<file path="config.mk">
export PLATFORM = sky130hd
export DESIGN_NAME = ordered_unique_value_set_core_flat
export DESIGN_NICKNAME = d
export VERILOG_FILES = /design/src/sv/ouvs_pkg.sv /design/src/sv/ouvs_chan_if.sv /design/src/sv/ouvs_ram.sv /design/src/sv/ouvs_ctrl.sv /design/src/sv/ouvs_dpath.sv /design/src/sv/ordered_unique_value_set.sv /design/src/flat_wrapper.sv
export SDC_FILE = /design/constraint.sdc
export NUM_CORES = 1
export LEC_CHECK = 0
export BUFFER_PORTS_ARGS = -buffer_cell sky130_fd_sc_hd__buf_2
export CAP_MARGIN = 20
export CELL_PAD_IN_SITES_DETAIL_PLACEMENT = 1
export CELL_PAD_IN_SITES_GLOBAL_PLACEMENT = 2
export CORE_MARGIN = 2
export CORE_UTILIZATION = 45
export CTS_CLUSTER_DIAMETER = 40
export DETAILED_ROUTE_END_ITERATION = 7
export MAX_ROUTING_LAYER = met4
export PLACE_DENSITY = 0.84
export SLEW_MARGIN = 20
export SYNTH_ARGS = -nofsm -noshare
export SYNTH_HDL_FRONTEND = slang
export SYNTH_SLANG_ARGS = --single-unit
</file>
<file path="constraint.sdc">
create_clock -name clk -period 6 [get_ports clk]
set_clock_uncertainty 0.1 [all_clocks]
set_input_delay 1.2 -clock clk [delete_from_list [all_inputs] [get_ports clk]]
set_output_delay 1.2 -clock clk [all_outputs]
set_load 0.02 [all_outputs]
</file>
<file path="src/sv/ouvs_pkg.sv">
// Package for the ordered unique value set: item payloads, command codes,
// controller states and the control and status bundles between controller and datapath.
// No dependencies.
package ouvs_pkg;

	typedef enum logic [1:0] {
		CMD_ADD    = 2'd0,
		CMD_REMOVE = 2'd1,
		CMD_QUERY  = 2'd2,
		CMD_READ   = 2'd3
	} command_t;

	typedef struct packed {
		command_t           command;
		logic signed [31:0] value;
		logic [3:0]         position;
	} cmd_item_t;

	typedef struct packed {
		logic               was_present;
		logic [4:0]         entry_count;
		logic signed [31:0] read_data;
		logic               read_valid;
		logic               add_refused;
	} res_item_t;

	typedef enum logic [2:0] {
		ST_IDLE,
		ST_DISPATCH,
		ST_SCAN,
		ST_SHIFT,
		ST_RDWAIT,
		ST_DONE
	} state_t;

	// RAM read address select
	typedef enum logic [1:0] {
		RD_POS,
		RD_ZERO,
		RD_NEXT,
		RD_NEXT2
	} rd_sel_t;

	typedef enum logic [1:0] {
		IDX_HOLD,
		IDX_CLR,
		IDX_INC
	} idx_op_t;

	typedef struct packed {
		logic    latch;
		rd_sel_t rd_sel;
		idx_op_t idx_op;
		logic    wr_append;
		logic    wr_shift;
		logic    cnt_inc;
		logic    cnt_dec;
		logic    res_stage;
		logic    res_present;
		logic    res_refused;
		logic    res_rvalid;
		logic    out_load;
	} ctrl_t;

	typedef struct packed {
		command_t command;
		logic     empty;
		logic     full;
		logic     pos_ok;
		logic     hit;
		logic     last;
		logic     shift_last;
		logic     out_free;
	} status_t;

endpackage

</file>
<file path="src/sv/ouvs_chan_if.sv">
// Valid/ready channel interface carrying one item of payload type T.
// No dependencies; the payload type comes from ouvs_pkg at instantiation.
interface ouvs_chan_if #(
	parameter type T = logic
) ();
	logic valid;
	logic ready;
	T     payload;

	modport source (output valid, output payload, input ready);
	modport sink (input valid, input payload, output ready);
endinterface

</file>
<file path="src/sv/ouvs_ram.sv">
// Generic simple dual-port RAM: one write port, one read port, registered read.
// No dependencies.
module ouvs_ram #(
	parameter int WIDTH = 32,
	parameter int DEPTH = 16
) (
	input  logic                     clk,
	input  logic                     wr_en,
	input  logic [$clog2(DEPTH)-1:0] wr_addr,
	input  logic [WIDTH-1:0]         wr_data,
	input  logic [$clog2(DEPTH)-1:0] rd_addr,
	output logic [WIDTH-1:0]         rd_data
);
	logic [WIDTH-1:0] mem_q [DEPTH];

	always_ff @(posedge clk) begin
		if (wr_en) begin
			mem_q[wr_addr] <= wr_data;
		end
		rd_data <= mem_q[rd_addr];
	end
endmodule

</file>
<file path="src/sv/ouvs_ctrl.sv">
// Controller for the ordered unique value set: sequences dispatch, scan,
// shift compaction, entry read and result hand-off. Depends on ouvs_pkg.
module ouvs_ctrl (
	input  logic             clk,
	input  logic             arst_n,
	input  logic             in_valid,
	output logic             in_ready,
	input  ouvs_pkg::status_t sts,
	output ouvs_pkg::ctrl_t   ctl
);
	import ouvs_pkg::*;

	state_t state_q;
	state_t state_d;

	always_ff @(posedge clk or negedge arst_n) begin
		if (!arst_n) begin
			state_q <= ST_IDLE;
		end else begin
			state_q <= state_d;
		end
	end

	always_comb begin
		state_d  = state_q;
		ctl      = '0;
		ctl.rd_sel = RD_NEXT;
		ctl.idx_op = IDX_HOLD;
		in_ready = (state_q == ST_IDLE);
		unique case (state_q)
			ST_IDLE: begin
				ctl.latch = in_valid;
				if (in_valid) begin
					state_d = ST_DISPATCH;
				end
			end
			ST_DISPATCH: begin
				if (sts.command == CMD_READ) begin
					if (sts.pos_ok) begin
						ctl.rd_sel = RD_POS;
						state_d    = ST_RDWAIT;
					end else begin
						ctl.res_stage = 1'b1;
						state_d       = ST_DONE;
					end
				end else if (sts.empty) begin
					// empty store: lookup misses at once
					ctl.res_stage = 1'b1;
					if (sts.command == CMD_ADD) begin
						ctl.wr_append = 1'b1;
						ctl.cnt_inc   = 1'b1;
					end
					state_d = ST_DONE;
				end else begin
					ctl.rd_sel = RD_ZERO;
					ctl.idx_op = IDX_CLR;
					state_d    = ST_SCAN;
				end
			end
			ST_SCAN: begin
				// keep the next entry read in flight; it feeds the first shift step too
				ctl.rd_sel = RD_NEXT;
				if (sts.hit) begin
					ctl.res_stage   = 1'b1;
					ctl.res_present = 1'b1;
					if (sts.command == CMD_REMOVE && !sts.last) begin
						state_d = ST_SHIFT;
					end else begin
						ctl.cnt_dec = (sts.command == CMD_REMOVE);
						state_d     = ST_DONE;
					end
				end else if (sts.last) begin
					ctl.res_stage = 1'b1;
					if (sts.command == CMD_ADD) begin
						if (sts.full) begin
							ctl.res_refused = 1'b1;
						end else begin
							ctl.wr_append = 1'b1;
							ctl.cnt_inc   = 1'b1;
						end
					end
					state_d = ST_DONE;
				end else begin
					ctl.idx_op = IDX_INC;
				end
			end
			ST_SHIFT: begin
				// move the entry above down by one place
				ctl.wr_shift = 1'b1;
				ctl.rd_sel   = RD_NEXT2;
				if (sts.shift_last) begin
					ctl.cnt_dec = 1'b1;
					state_d     = ST_DONE;
				end else begin
					ctl.idx_op = IDX_INC;
				end
			end
			ST_RDWAIT: begin
				ctl.res_stage  = 1'b1;
				ctl.res_rvalid = 1'b1;
				state_d        = ST_DONE;
			end
			ST_DONE: begin
				if (sts.out_free) begin
					ctl.out_load = 1'b1;
					state_d      = ST_IDLE;
				end
			end
			default: begin
				state_d = ST_IDLE;
			end
		endcase
	end
endmodule

</file>
<file path="src/sv/ouvs_dpath.sv">
// Datapath for the ordered unique value set: entry RAM, count, scan index,
// captured item, staged result and output register. Depends on ouvs_pkg, ouvs_ram.
module ouvs_dpath #(
	parameter int CAPACITY = 16
) (
	input  logic                clk,
	input  logic                arst_n,
	input  ouvs_pkg::ctrl_t     ctl,
	output ouvs_pkg::status_t   sts,
	input  ouvs_pkg::cmd_item_t in_item,
	output logic                out_valid,
	input  logic                out_ready,
	output ouvs_pkg::res_item_t out_item
);
	import ouvs_pkg::*;

	localparam int IW = $clog2(CAPACITY);
	localparam int CW = $clog2(CAPACITY + 1);
	localparam int PW = (CW > 4) ? CW : 4;

	command_t           command_q;
	logic signed [31:0] value_q;
	logic [3:0]         position_q;
	logic [CW-1:0]      count_q;
	logic [IW-1:0]      idx_q;
	logic [CW:0]        idx_x;
	logic [CW:0]        count_x;

	logic          wr_en;
	logic [IW-1:0] wr_addr;
	logic [31:0]   wr_data;
	logic [IW-1:0] rd_addr;
	logic [31:0]   rd_data;

	logic        present_q;
	logic        refused_q;
	logic        rvalid_q;
	logic [31:0] rdata_q;
	logic        out_valid_q;

	assign idx_x   = (CW + 1)'(idx_q);
	assign count_x = (CW + 1)'(count_q);

	always_ff @(posedge clk) begin
		if (ctl.latch) begin
			command_q  <= in_item.command;
			value_q    <= in_item.value;
			position_q <= in_item.position;
		end
	end

	always_ff @(posedge clk or negedge arst_n) begin
		if (!arst_n) begin
			count_q <= '0;
			idx_q   <= '0;
		end else begin
			if (ctl.cnt_inc) begin
				count_q <= count_q + CW'(1);
			end else if (ctl.cnt_dec) begin
				count_q <= count_q - CW'(1);
			end
			case (ctl.idx_op)
				IDX_CLR: idx_q <= '0;
				IDX_INC: idx_q <= idx_q + IW'(1);
				default: idx_q <= idx_q;
			endcase
		end
	end

	always_comb begin
		unique case (ctl.rd_sel)
			RD_POS:   rd_addr = IW'(position_q);
			RD_ZERO:  rd_addr = '0;
			RD_NEXT:  rd_addr = IW'(idx_x + (CW + 1)'(1));
			RD_NEXT2: rd_addr = IW'(idx_x + (CW + 1)'(2));
			default:  rd_addr = '0;
		endcase
	end

	assign wr_en   = ctl.wr_append | ctl.wr_shift;
	assign wr_addr = ctl.wr_shift ? idx_q : IW'(count_q);
	assign wr_data = ctl.wr_shift ? rd_data : value_q;

	ouvs_ram #(
		.WIDTH(32),
		.DEPTH(CAPACITY)
	) u_ram (
		.clk     (clk),
		.wr_en   (wr_en),
		.wr_addr (wr_addr),
		.wr_data (wr_data),
		.rd_addr (rd_addr),
		.rd_data (rd_data)
	);

	always_ff @(posedge clk) begin
		if (ctl.res_stage) begin
			present_q <= ctl.res_present;
			refused_q <= ctl.res_refused;
			rvalid_q  <= ctl.res_rvalid;
			rdata_q   <= ctl.res_rvalid ? rd_data : 32'd0;
		end
		if (ctl.out_load) begin
			out_item.was_present <= present_q;
			out_item.entry_count <= 5'(count_q);
			out_item.read_data   <= rdata_q;
			out_item.read_valid  <= rvalid_q;
			out_item.add_refused <= refused_q;
		end
	end

	always_ff @(posedge clk or negedge arst_n) begin
		if (!arst_n) begin
			out_valid_q <= 1'b0;
		end else if (ctl.out_load) begin
			out_valid_q <= 1'b1;
		end else if (out_ready) begin
			out_valid_q <= 1'b0;
		end
	end

	assign out_valid = out_valid_q;

	assign sts.command    = command_q;
	assign sts.empty      = (count_q == '0);
	assign sts.full       = (count_q == CW'(CAPACITY));
	assign sts.pos_ok     = (PW'(position_q) < PW'(count_q));
	assign sts.hit        = (rd_data == value_q);
	assign sts.last       = ((idx_x + (CW + 1)'(1)) == count_x);
	assign sts.shift_last = ((idx_x + (CW + 1)'(2)) == count_x);
	assign sts.out_free   = !out_valid_q || out_ready;
endmodule

</file>
<file path="src/sv/ordered_unique_value_set.sv">
// A read goes from dispatch through a RAM read wait to done, or straight to done when the position
// is at or past the count. Query, add and remove scan the entries (none if empty); a remove that
// hits below the last entry then shifts the entries above it down. A stalled result keeps it in done.
// Throughput: one item at a time; scan and compaction cover one entry a cycle, set by the single
// RAM read port. Reset (arst_n low, asynchronous) empties the store and drops a pending result;
// the entry RAM is not cleared. Depends on ouvs_pkg, ouvs_chan_if, ouvs_ctrl, ouvs_dpath, ouvs_ram.
module ordered_unique_value_set_core #(
	parameter int CAPACITY = 16
) (
	input  logic       clk,
	input  logic       arst_n,
	ouvs_chan_if.sink   cmd,
	ouvs_chan_if.source res
);
	import ouvs_pkg::*;

	// controller and datapath meet only through these two bundles
	ctrl_t   ctl;
	status_t sts;

	// one command in flight: the controller takes an item only from idle,
	// while the output register may still hold the previous result
	ouvs_ctrl u_ctrl (
		.clk      (clk),
		.arst_n   (arst_n),
		.in_valid (cmd.valid),
		.in_ready (cmd.ready),
		.sts      (sts),
		.ctl      (ctl)
	);

	// entries live in a RAM in insertion order; positions below the count are valid,
	// so an unwritten entry is never compared or returned
	ouvs_dpath #(
		.CAPACITY(CAPACITY)
	) u_dpath (
		.clk       (clk),
		.arst_n    (arst_n),
		.ctl       (ctl),
		.sts       (sts),
		.in_item   (cmd.payload),
		.out_valid (res.valid),
		.out_ready (res.ready),
		.out_item  (res.payload)
	);
endmodule

</file>
<file path="src/flat_wrapper.sv">
// flat-port wrapper written by rule: the top's interface ports become plain ports
module ordered_unique_value_set_core_flat import ouvs_pkg::*;
#(
	parameter int CAPACITY = 16
)
  (clk, arst_n, cmd_valid, cmd_payload, cmd_ready, res_valid, res_payload, res_ready);
  ouvs_chan_if #(.T(cmd_item_t)) cmd_i ();
  ouvs_chan_if #(.T(res_item_t)) res_i ();
  input  logic clk;
  input  logic arst_n;
  input wire logic [$bits(cmd_i.valid)-1:0] cmd_valid;
  input wire logic [$bits(cmd_i.payload)-1:0] cmd_payload;
  output wire logic [$bits(cmd_i.ready)-1:0] cmd_ready;
  output wire logic [$bits(res_i.valid)-1:0] res_valid;
  output wire logic [$bits(res_i.payload)-1:0] res_payload;
  input wire logic [$bits(res_i.ready)-1:0] res_ready;
  assign cmd_i.valid = cmd_valid;
  assign cmd_i.payload = cmd_payload;
  assign cmd_ready = cmd_i.ready;
  assign res_valid = res_i.valid;
  assign res_payload = res_i.payload;
  assign res_i.ready = res_ready;
  ordered_unique_value_set_core #(.CAPACITY(CAPACITY)) u_core (.clk(clk), .arst_n(arst_n), .cmd(cmd_i), .res(res_i));
endmodule
</file>
==> results of run 1 <==
-- power by group through the flow --
stage	combinational [mW]	sequential [mW]	clock (mW)
final	6.45	6.54	5.87
after global routing	6.92	6.57	6.13
after CTS	6.42	6.53	5.93
after detailed placement	6.31	6.62	0
after global placement	6.06	6.57	0
after floorplan	4.23	6.36	0
-- final cells by class --
| class | count | area [um^2] | share of cell area [%] |
|---|---|---|---|
| well taps | 773 | 967 | 3.03 |
| repair buffers | 124 | 911 | 2.85 |
| multi-input cells | 966 | 6420 | 20.1 |
| clock inverters | 75 | 847 | 2.65 |
| flip-flops and latches | 670 | 19700 | 61.8 |
| inverters | 136 | 510 | 1.60 |
| clock buffers | 110 | 2540 | 7.96 |
-- worst max-delay path by stage --
stage	end	slack, ns	cells past startpoint	start
4_1_cts	u_core.u_dpath.u_ram.mem_q[14][3]	1.14	9	u_core.u_dpath.idx_q[0]
6_report	u_core.u_dpath.u_ram.mem_q[7][28]	1.15	10	u_core.u_dpath.idx_q[0]
2_1_floorplan	u_core.u_dpath.u_ram.mem_q[10][0]	1.65	9	u_core.u_dpath.idx_q[0]
3_3_place_gp	u_core.u_dpath.u_ram.mem_q[13][16]	1.21	9	u_core.u_dpath.idx_q[1]
3_5_place_dp	u_core.u_dpath.u_ram.mem_q[14][19]	1.16	9	u_core.u_dpath.idx_q[0]
5_1_grt	u_core.u_dpath.u_ram.mem_q[7][28]	0.76	10	u_core.u_dpath.idx_q[0]
-- cells by family (layout without fill, tap and decap cells) --
kind of cell    Yosys count  count (layout)  synth area share (%)
compound gates          445             445                  11.0
simple gates            404             404                  7.62
flops                   670             670                  73.2
buf+inv                 256             445                  3.79
fa+ha+maj                10              10                 0.492
mux                      68              68                  2.53
xor+xnor                 39              39                  1.32
-- cells in the final DEF, fill, tap and decap left out, types with 37 or more instances in the layout --
cell type    n
o211ai_1   130
edfxtp_1   625
mux2i_1     66
buf_2       83
o21ai_0    139
a32o_1      64
xnor2_1     37
inv_1      136
clkbuf_16  100
a21oi_1     75
nand2_1    248
-- state kept, by name, summed over array words and instances, names as in the netlist --
name	count
u_core.u_dpath.rvalid_q	1
u_core.u_dpath.rdata_q	32
u_core.u_dpath.u_ram.mem_q	512
u_core.u_dpath.present_q	1
u_core.u_dpath.command_q	2
u_core.u_dpath.out_valid	1
u_core.u_dpath.idx_q	4
u_core.u_dpath.u_ram.rd_data	32
u_core.u_dpath.count_q	5
u_core.u_dpath.value_q	32
u_core.u_dpath.refused_q	1
u_core.u_dpath.position_q	4
u_core.u_dpath.out_item	40
u_core.u_ctrl.state_q	3
-- routing by layer --
metal / up-vias / track usage, % / wire [um]
met5: - / - / 0
met4: 0 / 11.6 / 3020
met3: 163 / 4.85 / 5400
met2: 660 / 42.1 / 38600
met1: 8815 / 32.1 / 31500
li1: 7345 / - / -
==> summary.txt, run 1 <==
Min path
  • Hold Path Class: reg2reg
  • Worst-case hold path end point: u_core.u_dpath.out_item[15]
  • Min-Delay Path Depth: 0
  • Hold Startpoint: u_core.u_dpath.rdata_q[13]

Layout
  • N_diodes: 0
  • Area growth syn-to-layout: 18.5%
  • # fillers: 5598
  • Core Util, Final: 54.0%
  • Final Net Count: 2048
  • Finished Layout Cells: 2854
  • Share of cells above drive strength 1: 17.3%
  • Finished Cell Area: 31900 um^2

Run status
  • Failing checks: DRC
  • Status: finished with violations

Clock network
  • H-tree levels: 3
  • Root buf cell: clkbuf_16
  • Post-CTS setup buffer count: 0
  • CTS resizes: 0
  • CTS tree: built
  • TritonCTS Buffers: 98
  • Clk Latency, worst-skew pair: 0.66 ns
  • CTS Buffer Depth: 3
  • Reg clk slew, reported paths: 0.05 ns
  • CTS Hold Buffers Added: 0
  • # clock sinks: 670

Worst setup path
  • WP buf/inv: 1
  • CP required: 6.23 ns
  • Slowest stage cell, crit path: nor2_4
  • R2R Setup Slk: 1.15 ns
  • Crit-path leading delay family: simple AND/OR/NAND/NOR gates
  • Slowest stage delay, CP: 0.86 ns
  • R2R Path End: u_core.u_dpath.u_ram.mem_q[7][28]
  • CP startpoint kind: flip-flop
  • Worst Setup Path Type: reg2reg
  • Setup crit end kind: flip-flop
  • Worst r2r path cells: 10
  • Critical-path cell list: ha_1 -> nor2b_1 -> or3_1 -> a311oi_1 -> and2_1 -> a32oi_1 -> nor3_1 -> a31oi_1 -> nor2_4 -> buf_4
  • Worst R2R Start: u_core.u_dpath.idx_q[0]
  • Critical-path maximum fanout: 21
  • Worst Path Arrival: 5.08 ns

Yosys
  • Area share of the largest cell type after synthesis: 69.6%
  • Synth cell count leaders: edfxtp_1 (625), nand2_1 (250), o21ai_0 (139)
  • Register area share after synthesis: 73.2%
  • Most frequent cell after synthesis: edfxtp_1
  • Top_reg_cell synth: edfxtp_1
  • Dominant cells by area after synthesis: edfxtp_1 (70%), o211ai_1 (3.6%), nand2_1 (3.5%)
  • Post-Syn Nets: 1944
  • #FFs+latches synth: 670
  • Post-synth cell types: 57
  • Number of synthesized flops with an enable pin: 625
  • Mapped Cells: 1892
  • Mapped Area: 27000 um^2
  • Ys async rst share: 1.94%
  • Warning count from the yosys run: 0
  • Post-synth top area cell: edfxtp_1
  • Synth Area per Inst: 14.2 um^2

Power
  • Worst VDD drop: 665 uV
  • P_sw: 7.14 mW
  • Power per Cell Area: 591 nW/um^2
  • Sw frac: 37.8%
  • Clock power frac: 31.1%
  • Total Power: 18.9 mW
  • Leakage: 11.0 nW
  • Internal Power: 11.7 mW
  • Gate power share: 34.2%
  • Flop pwr share: 34.7%

GRT
  • Total grt overflow: 0
  • Initial antenna violation count: 2
  • Global-route wire length before repair: 116000 um
  • Gr usage total: 26.0%
  • Pin count of the biggest net entering global routing: 129
  • Vias in the first global route: 17944

Route
  • Routed Antenna Nets: 0
  • Via count: 16983
  • Routed len/inst: 27.5 um
  • Initial drt markers: 1613
  • Routed WL: 78500 um
  • Pre-Repair DR Iteration Count: 7
  • DR vias/cell: 5.95
  • # DRC: 11

Die
  • Die Area: 61900 um^2
  • Die Wd: 249 um
  • Initial Utilization: 45.6%
  • Core Rows: 89
  • IO Pins: 84
  • Core Box Area: 59100 um^2
  • Die Y: 249 um

Timing
  • Total negative slack: 0 ns
  • Period utilization: 80.8%
  • Final hold slack: 0.322 ns
  • Min Tclk post-route: 4.85 ns
  • Max Slew Vio Count: 0
  • Fin. Hold Viols: 0
  • Relative slew slack: 23.5%
  • RSZ-0062 raised after global routing: false
  • Final setup fails: 0
  • Slew @ Worst Pin: 1.14 ns
  • Worst Setup Slack, final: 1.15 ns
  • Fmax: 206 MHz

Job
  • Max Cap Violations: 0

Placement
  • Pre-CTS WS: 1.16 ns
  • Post-placement cell count: 2665
  • Placer Congestion: 0.845
  • Area post-placement: 28400 um^2
  • # port buffers: 83
  • Hpwl dp: 45500 um
Power figures use the tool's default switching activity.
==> run 2: changes to the inputs <==
--- a/config.mk
+++ b/config.mk
@@ -5,16 +5,17 @@
 export SDC_FILE = /design/constraint.sdc
 export NUM_CORES = 1
 export LEC_CHECK = 0
+export ABC_AREA = 1
 export BUFFER_PORTS_ARGS = -buffer_cell sky130_fd_sc_hd__buf_2
 export CAP_MARGIN = 20
 export CELL_PAD_IN_SITES_DETAIL_PLACEMENT = 1
 export CELL_PAD_IN_SITES_GLOBAL_PLACEMENT = 2
 export CORE_MARGIN = 2
-export CORE_UTILIZATION = 45
+export CORE_UTILIZATION = 38
 export CTS_CLUSTER_DIAMETER = 40
 export DETAILED_ROUTE_END_ITERATION = 7
 export MAX_ROUTING_LAYER = met4
-export PLACE_DENSITY = 0.84
+export PLACE_DENSITY = 0.81
 export SLEW_MARGIN = 20
 export SYNTH_ARGS = -nofsm -noshare
 export SYNTH_HDL_FRONTEND = slang
==> constraint.sdc (replaced) <==
create_clock -name clk -period 4.1 [get_ports clk]
set_clock_uncertainty 0.1 [all_clocks]
set_input_delay 0.82 -clock clk [delete_from_list [all_inputs] [get_ports clk]]
set_output_delay 0.82 -clock clk [all_outputs]
set_load 0.02 [all_outputs]
==> run 2 against run 1 <==
Global-route usage fell by 4.0 points; synthesized cell count is 40% higher; fmax increased by 31%; the flow now finishes without violations; setup slack got worse by 0.76 ns; sequential share of layout area fell by 4.4 points; highest routed layer unchanged; core utilization decreased by 8.5 points; sequential power increased by 45%; count of clock-buffer cells in the layout up 6; via count is 17% higher; sequential cell count unchanged; wire length rose by 6.0%; non-clock buffer count up 47.
==> summary.txt, run 2 <==
Yosys
  • #FFs+latches synth: 670 (unchanged)
  • Synth Area in Adders: 0.459% (was 0.492%)
  • Number of synthesized flops with an enable pin: 625 (unchanged)
  • Synth Area per Inst: 10.9 um^2 (was 14.2 um^2)
  • Post-synth top area cell: edfxtp_1 (unchanged)
  • Synth cell count leaders: nand2_1 (679), edfxtp_1 (625), nand3_1 (505) (was edfxtp_1 (625), nand2_1 (250), o21ai_0 (139))
  • Top_reg_cell synth: edfxtp_1 (unchanged)
  • Most frequent cell after synthesis: nand2_1 (was edfxtp_1)
  • Dominant cells by area after synthesis: edfxtp_1 (65%), nand2_1 (8.8%), nand3_1 (8.7%) (was edfxtp_1 (70%), o211ai_1 (3.6%), nand2_1 (3.5%))
  • Mapped Area: 28900 um^2 (was 27000 um^2)
  • Post-synthesis simple-gate area fraction: 21.9% (was 7.62%)
  • Ys async rst share: 1.94% (unchanged)
  • Post-synth cell types: 39 (was 57)
  • Largest family of logic cells by synthesized area: simple AND/OR/NAND/NOR gates (was compound AO/OA/AOI/OAI gates)
  • Warning count from the yosys run: 0 (unchanged)
  • Post-Syn Nets: 2704 (was 1944)
  • Mapped Cells: 2652 (was 1892)
  • Synth Area in Compound Gates: 1.09% (was 11.0%)
  • Register area share after synthesis: 68.3% (was 73.2%)
  • Area share of the largest cell type after synthesis: 65.0% (was 69.6%)
  • Mux contribution to synthesized area: 0% (was 2.53%)
  • Post-synthesis xor/xnor area fraction: 1.24% (was 1.32%)

Clock network
  • H-tree levels: 3 (unchanged)
  • Post-CTS setup buffer count: 0 (unchanged)
  • # clock sinks: 670 (unchanged)
  • TritonCTS Buffers: 99 (was 98)
  • CTS resizes: 0 (unchanged)
  • CTS tree: built (unchanged)
  • CTS Buffer Depth: 3 (unchanged)
  • Clk Latency, worst-skew pair: 0.66 ns (about the same)
  • Root buf cell: clkbuf_16 (unchanged)
  • Reg clk slew, reported paths: 0.05 ns (about the same)

Route
  • Routed len/inst: 21.6 um (was 27.5 um)
  • # DRC: 0 (was 11)
  • Routed Antenna Nets: 0 (unchanged)
  • Pre-Repair DR Iteration Count: 5 (was 7)
  • DR vias/cell: 5.18 (was 5.95)
  • Initial drt markers: 1519 (was 1613)
  • Routed WL: 83200 um (was 78500 um)
  • Via count: 19922 (was 16983)

Power
  • Worst VDD drop: 947 uV (was 665 uV)
  • Power per Cell Area: 910 nW/um^2 (was 591 nW/um^2)
  • Clock power frac: 28.9% (was 31.1%)
  • Leakage: 14.0 nW (was 11.0 nW)
  • Gate power share: 40.8% (was 34.2%)
  • Internal Power: 18.5 mW (was 11.7 mW)
  • Sw frac: 40.8% (was 37.8%)
  • P_sw: 12.8 mW (was 7.14 mW)
  • Flop pwr share: 30.3% (was 34.7%)

Run status
  • Status: complete, no violations (was finished with violations)

Placement
  • Area post-placement: 30800 um^2 (was 28400 um^2)
  • Hpwl dp: 47300 um (was 45500 um)
  • Placer Congestion: 0.814 (was 0.845)
  • # port buffers: 83 (unchanged)

Worst setup path
  • CP required: 4.39 ns (was 6.23 ns)
  • Setup crit end kind: flip-flop (unchanged)
  • CP startpoint kind: flip-flop (unchanged)
  • Critical-path cell list: inv_1 -> nand2_1 -> nand2_1 -> nor2_1 -> inv_1 -> nor2_1 -> nand2_1 -> nor2_1 -> nand2_1 -> nand3_1 -> nand2_1 -> nand2_1 -> nand2_1 -> nand2_1 -> inv_1 -> nand2_1 -> inv_2 -> buf_12 (was ha_1 -> nor2b_1 -> or3_1 -> a311oi_1 -> and2_1 -> a32oi_1 -> nor3_1 -> a31oi_1 -> nor2_4 -> buf_4)
  • Worst Path Arrival: 4.00 ns (was 5.08 ns)
  • Critical-path maximum fanout: 17 (was 21)
  • Slowest stage delay, CP: 0.39 ns (was 0.86 ns)
  • Crit-path most repeated cell: nand2_1
  • Slowest stage cell, crit path: dfxtp_1 (was nor2_4)
  • WP buf/inv: 5 (was 1)
  • Crit-path leading delay family: simple AND/OR/NAND/NOR gates (unchanged)
  • Worst Setup Path Type: reg2reg (unchanged)

Die
  • Initial Utilization: 38.2% (was 45.6%)
  • Core Rows: 101 (was 89)
  • Die Wd: 280 um (was 249 um)
  • Die Area: 78200 um^2 (was 61900 um^2)
  • Core Box Area: 75600 um^2 (was 59100 um^2)
  • Die Y: 280 um (was 249 um)
  • IO Pins: 84 (unchanged)

Min path
  • Hold Path Class: in2reg (was reg2reg)

Timing
  • Relative slew slack: 32.0% (was 23.5%)
  • Total negative slack: 0 ns (unchanged)
  • Fin. Hold Viols: 0 (unchanged)
  • Max Slew Vio Count: 0 (unchanged)
  • Period utilization: 90.4% (was 80.8%)
  • Fmax: 270 MHz (was 206 MHz)
  • Slew @ Worst Pin: 1.02 ns (was 1.14 ns)
  • RSZ-0062 raised after global routing: false (unchanged)
  • Final setup fails: 0 (unchanged)
  • Min Tclk post-route: 3.71 ns (was 4.85 ns)

Layout
  • Most common cell after layout, fill and taps aside: nand2_1 (was edfxtp_1)
  • Area growth syn-to-layout: 19.0% (was 18.5%)
  • Biggest regs: u_core.u_dpath.u_ram.mem_q (512), u_core.u_dpath.out_item (40) (unchanged)
  • N_diodes: 0 (unchanged)
  • Finished Cell Area: 34400 um^2 (was 31900 um^2)
  • Largest Register: u_core.u_dpath.u_ram.mem_q (unchanged)
  • Commonest non-fill, non-tap cells in the layout: nand2_1 (677), edfxtp_1 (625), nand3_1 (505), inv_1 (322), clkbuf_16 (101) (was edfxtp_1 (625), nand2_1 (248), o21ai_0 (139), inv_1 (136), o211ai_1 (130))
  • Max FFs per register: 512 (unchanged)
  • Final Net Count: 2836 (was 2048)
  • Share of cells above drive strength 1: 13.0% (was 17.3%)
  • Core Util, Final: 45.5% (was 54.0%)

GRT
  • Pin count of the biggest net entering global routing: 162 (was 129)
  • Total grt overflow: 0 (unchanged)
  • Vias in the first global route: 21168 (was 17944)
  • Initial antenna violation count: 1 (was 2)
  • Global-route wire length before repair: 127000 um (was 116000 um)
  • Gr usage total: 22.0% (was 26.0%)

Job
  • Max Cap Violations: 0 (unchanged)
[run 2: cell count changes in the layout (fill, tap and decap cells not counted), sizes merged, moves of 35 or more]
cell and change:
o21ai -93, inv +209, a21oi -73, a32o -64, nand3b +96, nand2 +432, nor2 +62, o211ai -128
nor4 -35, nand3 +504, mux2i -67, buf +46
[run 2: layout make-up]
type                            instances  area, um^2
Clock buffer                          116        2650
Clock inverter                         70         922
Timing Repair Buffer                  171        1340
Tap cell                              978        1220
Inverter                              339        1270
Fill cell                            8039       41200
Sequential cell                       670       19700
Multi-Input combinational cell       1503        7230
[run 2: logic make-up after synthesis]
family	count (synthesis)
DFF	670
buffers and inverters	479
and+or+nand+nor	1393
AOI/OAI and AO/OA	59
xor gates and xnor gates	41
adders and majority gates	10
[run 2: power groups by stage]
stage | Combinational, mW | Sequential [mW] | Clock, mW
after global routing | 14.2 | 9.55 | 9.47
after detailed placement | 12.7 | 9.61 | 0
final | 12.8 | 9.48 | 9.04
after floorplan | 8.52 | 9.59 | 0
after global placement | 12.3 | 9.57 | 0
after CTS | 12.9 | 9.49 | 9.19
[run 2: layer usage]
layer  GRT usage [%]  wire length, um  part of all wire, %
met1            27.6            36200                   44
met2            36.3            40600                   49
met3            3.19             3870                  4.6
met4            8.28             2560                  3.1
met5               -                0                    0
[run 2: path summary, 6_finish.rpt]
path	startpoint	endpoint	slack (ns)	cells after the start
hold reg to reg	u_core.u_dpath.rdata_q[9]	u_core.u_dpath.out_item[11]	0.32	0
setup / recovery	u_core.u_dpath.u_ram.rd_data[16]	u_core.u_dpath.u_ram.mem_q[0][3]	0.39	18
min in group asynchronous	arst_n	u_core.u_dpath.count_q[1]	0.53	2
max in group asynchronous	arst_n	u_core.u_dpath.count_q[4]	3.08	2
hold / removal	cmd_payload[29]	u_core.u_dpath.value_q[25]	0.23	1
setup reg to reg	u_core.u_dpath.u_ram.rd_data[16]	u_core.u_dpath.u_ram.mem_q[0][3]	0.39	18
[run 2: metrics by stage]
step	cells	setup WS, ns	hold slack [ns]	total power [mW]
2_1_floorplan	2652	0.0410	0.300	18.1
3_3_place_gp	3660	0.446	0.302	21.9
3_5_place_dp	3660	0.405	0.305	22.3
4_1_cts	3847	0.356	0.193	31.5
5_1_grt	3847	0.0234	0.212	33.2
6_report	3847	0.392	0.231	31.3
[run 2: what timing repair did]
action,CTS,global route
hold buffers,1,0
endpoints found under the setup margin,0,0
endpoints found under the hold margin,13,0
==> run 3: changes to the inputs <==
--- a/config.mk
+++ b/config.mk
@@ -11,12 +11,13 @@
 export CELL_PAD_IN_SITES_DETAIL_PLACEMENT = 1
 export CELL_PAD_IN_SITES_GLOBAL_PLACEMENT = 2
 export CORE_MARGIN = 2
-export CORE_UTILIZATION = 38
+export CORE_UTILIZATION = 37
 export CTS_CLUSTER_DIAMETER = 40
 export DETAILED_ROUTE_END_ITERATION = 7
 export MAX_ROUTING_LAYER = met4
-export PLACE_DENSITY = 0.81
+export PLACE_DENSITY = 0.8
 export SLEW_MARGIN = 20
 export SYNTH_ARGS = -nofsm -noshare
 export SYNTH_HDL_FRONTEND = slang
+export SYNTH_HIERARCHICAL = 1
 export SYNTH_SLANG_ARGS = --single-unit
==> run 3 against run 2 <==
Core utilization is 0.15 points lower; critical path depth is 2 lower; sequential power shrank 0.9%; design area is 1.8% higher; sequential cell count is the same; largest power group unchanged.
==> summary.txt, run 3 <==
Clock network
  • # clock sinks: 670 (unchanged)
  • TritonCTS Buffers: 114 (was 99)
  • Reg clk slew, reported paths: 0.05 ns (about the same)
  • H-tree levels: 3 (unchanged)
  • Root buf cell: clkbuf_16 (unchanged)
  • CTS Buffer Depth: 3 (unchanged)
  • Clk Latency, worst-skew pair: 0.67 ns (was 0.66 ns)
  • CTS tree: built (unchanged)

Yosys
  • Synth cell count leaders: nand2_1 (898), edfxtp_1 (625), inv_1 (506) (was nand2_1 (679), edfxtp_1 (625), nand3_1 (505))
  • Post-synth cell types: 40 (was 39)
  • Post-synth top area cell: edfxtp_1 (unchanged)
  • Synth Area per Inst: 10.4 um^2 (was 10.9 um^2)
  • Top_reg_cell synth: edfxtp_1 (unchanged)
  • Most frequent cell after synthesis: nand2_1 (unchanged)
  • Area share of the largest cell type after synthesis: 65.3% (was 65.0%)
  • Register area share after synthesis: 68.6% (was 68.3%)
  • Warning count from the yosys run: 6 (was 0)
  • Number of synthesized flops with an enable pin: 625 (unchanged)
  • Post-Syn Nets: 2812 (was 2704)
  • #FFs+latches synth: 670 (unchanged)
  • Ys async rst share: 1.94% (unchanged)
  • Dominant cells by area after synthesis: edfxtp_1 (65%), nand2_1 (12%), nand3_1 (7.1%) (was edfxtp_1 (65%), nand2_1 (8.8%), nand3_1 (8.7%))
  • Mapped Cells: 2760 (was 2652)
  • Mapped Area: 28800 um^2 (was 28900 um^2)

Die
  • Core Rows: 102 (was 101)
  • Die Y: 283 um (was 280 um)
  • IO Pins: 84 (unchanged)
  • Core Box Area: 77200 um^2 (was 75600 um^2)
  • Initial Utilization: 37.2% (was 38.2%)
  • Die Wd: 283 um (was 280 um)
  • Die Area: 80000 um^2 (was 78200 um^2)

Timing
  • Period utilization: 96.2% (was 90.4%)
  • Final setup fails: 0 (unchanged)
  • Max Slew Vio Count: 0 (unchanged)
  • Relative slew slack: 45.2% (was 32.0%)
  • Worst Setup Slack, final: 0.154 ns (was 0.392 ns)
  • Final hold slack: 0.228 ns (was 0.231 ns)
  • Slew @ Worst Pin: 0.813 ns (was 1.02 ns)
  • Total negative slack: 0 ns (unchanged)
  • Fin. Hold Viols: 0 (unchanged)
  • Fmax: 253 MHz (was 270 MHz)
  • RSZ-0062 raised after global routing: false (unchanged)
  • Min Tclk post-route: 3.95 ns (was 3.71 ns)

Route
  • Via count: 19792 (was 19922)
  • Routed Antenna Nets: 0 (unchanged)
  • DR vias/cell: 4.85 (was 5.18)
  • Routed WL: 82700 um (was 83200 um)
  • Initial drt markers: 1218 (was 1519)
  • Routed len/inst: 20.3 um (was 21.6 um)
  • # DRC: 0 (unchanged)
  • Pre-Repair DR Iteration Count: 5 (unchanged)

Layout
  • # fillers: 8374 (was 8039)
  • Finished Layout Cells: 4080 (was 3847)
  • Multi-input gate area: 6490 um^2 (was 7230 um^2)
  • Storage element area: 19700 um^2 (about the same)
  • Area growth syn-to-layout: 21.7% (was 19.0%)
  • Core Util, Final: 45.3% (was 45.5%)
  • Biggest regs: u_core/u_dpath/u_ram/mem_q (512), u_core/u_dpath/out_item (40) (was u_core.u_dpath.u_ram.mem_q (512), u_core.u_dpath.out_item (40))
  • Largest Register: u_core/u_dpath/u_ram/mem_q (was u_core.u_dpath.u_ram.mem_q)
  • Share of cells above drive strength 1: 13.9% (was 13.0%)
  • Finished Cell Area: 35000 um^2 (was 34400 um^2)
  • Final Net Count: 2989 (was 2836)
  • Commonest non-fill, non-tap cells in the layout: nand2_1 (898), edfxtp_1 (625), inv_1 (505), nand3_1 (405), clkbuf_16 (115) (was nand2_1 (677), edfxtp_1 (625), nand3_1 (505), inv_1 (322), clkbuf_16 (101))
  • Most common cell after layout, fill and taps aside: nand2_1 (unchanged)
  • Max FFs per register: 512 (unchanged)

Placement
  • Pre-CTS WS: -0.205 ns (was 0.405 ns)
  • Placer Congestion: 0.807 (was 0.814)
  • Area post-placement: 30900 um^2 (was 30800 um^2)
  • # port buffers: 83 (unchanged)
  • Hpwl dp: 47500 um (was 47300 um)
  • Post-placement cell count: 3859 (was 3660)

Worst setup path
  • Setup crit end kind: flip-flop (unchanged)
  • R2R Setup Slk: 0.15 ns (was 0.39 ns)
  • Worst Path Arrival: 4.21 ns (was 4.00 ns)
  • CP startpoint kind: flip-flop (unchanged)
  • CP required: 4.37 ns (was 4.39 ns)
  • Worst Setup Path Type: reg2reg (unchanged)
  • Critical-path maximum fanout: 21 (was 17)
  • Crit path launch: u_core/u_dpath/u_ram/rd_data[19] (was u_core.u_dpath.u_ram.rd_data[16])
  • Worst R2R Start: u_core/u_dpath/u_ram/rd_data[19] (was u_core.u_dpath.u_ram.rd_data[16])

Power
  • Power per Cell Area: 888 nW/um^2 (was 910 nW/um^2)
  • Total Power: 31.1 mW (was 31.3 mW)
  • Worst VDD drop: 841 uV (was 947 uV)
  • Leakage: 15.1 nW (was 14.0 nW)

GRT
  • Total grt overflow: 0 (unchanged)
  • Global-route wire length before repair: 126000 um (was 127000 um)
  • Vias in the first global route: 21532 (was 21168)
  • Initial antenna violation count: 0 (was 1)
  • Pin count of the biggest net entering global routing: 79 (was 162)
  • Gr usage total: 21.6% (was 22.0%)

Min path
  • Hold Startpoint: cmd_payload[14] (was cmd_payload[29])
  • Hold Path Class: in2reg (unchanged)

Run status
  • Status: complete, no violations (unchanged)

Job
  • Max Cap Violations: 0 (unchanged)
-- run 3: cell count changes in the layout (fill, tap and decap cells not counted), moves of 7 or more --
cell / previous run / this run
nor2_1: 88 / 39
inv_2: 17 / 6
clkbuf_16: 101 / 115
nand3b_1: 96 / 3
nand3_1: 505 / 405
xor2_1: 18 / 10
o21ai_0: 45 / 38
xnor2_1: 23 / 3
clkinv_4: 5 / 12
nand2_1: 677 / 898
nor2_4: 1 / 20
inv_1: 322 / 505
clkinvlp_4: 10 / 17
-- run 3: critical path, stage by stage, from the launching register on --
cell and delay (ns):
dfxtp_1 0.42, inv_1 0.06, nand2_1 0.06, nand2_1 0.06
nor2_2 0.26, nand2_1 0.15, nor2_2 0.39, nand2_1 0.13
nor2_1 0.36, buf_4 0.21, inv_1 0.09, nand3_1 0.10
o21ai_1 0.13, or2_2 0.39, nand3b_1 0.38, nor2_4 0.06
buf_4 0.26
-- run 3: cell families after synthesis --
family / count (synthesis) / share of synthesized area, %
buffers and inverters: 632 / 9.38
XOR/XNOR: 14 / 0.453
AND/OR/NAND/NOR: 1385 / 20.2
flip-flops: 670 / 68.6
adder cells (fa/ha/maj): 10 / 0.461
AO/OA/AOI/OAI: 49 / 0.918
-- run 3: cell type report --
type                            count  share of cell area, %
Antenna cell                        1                0.00715
Tap cell                         1040                   3.72
Multi-Input combinational cell   1458                   18.5
Clock inverter                     95                   3.27
Sequential cell                   670                   56.4
Timing Repair Buffer              179                   4.22
Clock buffer                      123                   8.33
Inverter                          514                   5.54
-- run 3: where the power goes --
group | internal (mW) | switching, mW | total (mW)
clock | 6.41 | 3.52 | 9.93
sequential | 8.96 | 0.430 | 9.39
combinational | 3.46 | 8.33 | 11.8
total | 18.8 | 12.3 | 31.1
-- run 3: path summary, 6_finish.rpt --
path                                                     end  cells after the start
max reg2reg                u_core/u_dpath/u_ram/mem_q[6][18]                     16
min reg2reg                      u_core/u_dpath/out_item[17]                      0
min in group asynchronous            u_core/u_dpath/idx_q[1]                      2
max in group asynchronous          u_core/u_dpath/count_q[2]                      2
min                               u_core/u_dpath/value_q[10]                      1
max                        u_core/u_dpath/u_ram/mem_q[6][18]                     16
-- run 3: metal layers --
metal / part of all wire [%] / GRT usage, %
met1: 43 / 26.5
met2: 50 / 36.5
met3: 4.5 / 3.20
met4: 2.8 / 7.68
met5: 0 / -
-- run 3: repair_timing --
item | in CTS | in global routing
endpoints found under the setup margin | 521 | 32
setup buffers | 0 | 1
resized for setup | 3 | 7
hold endpoints to repair | 13 | 0
hold buffers | 1 | 0
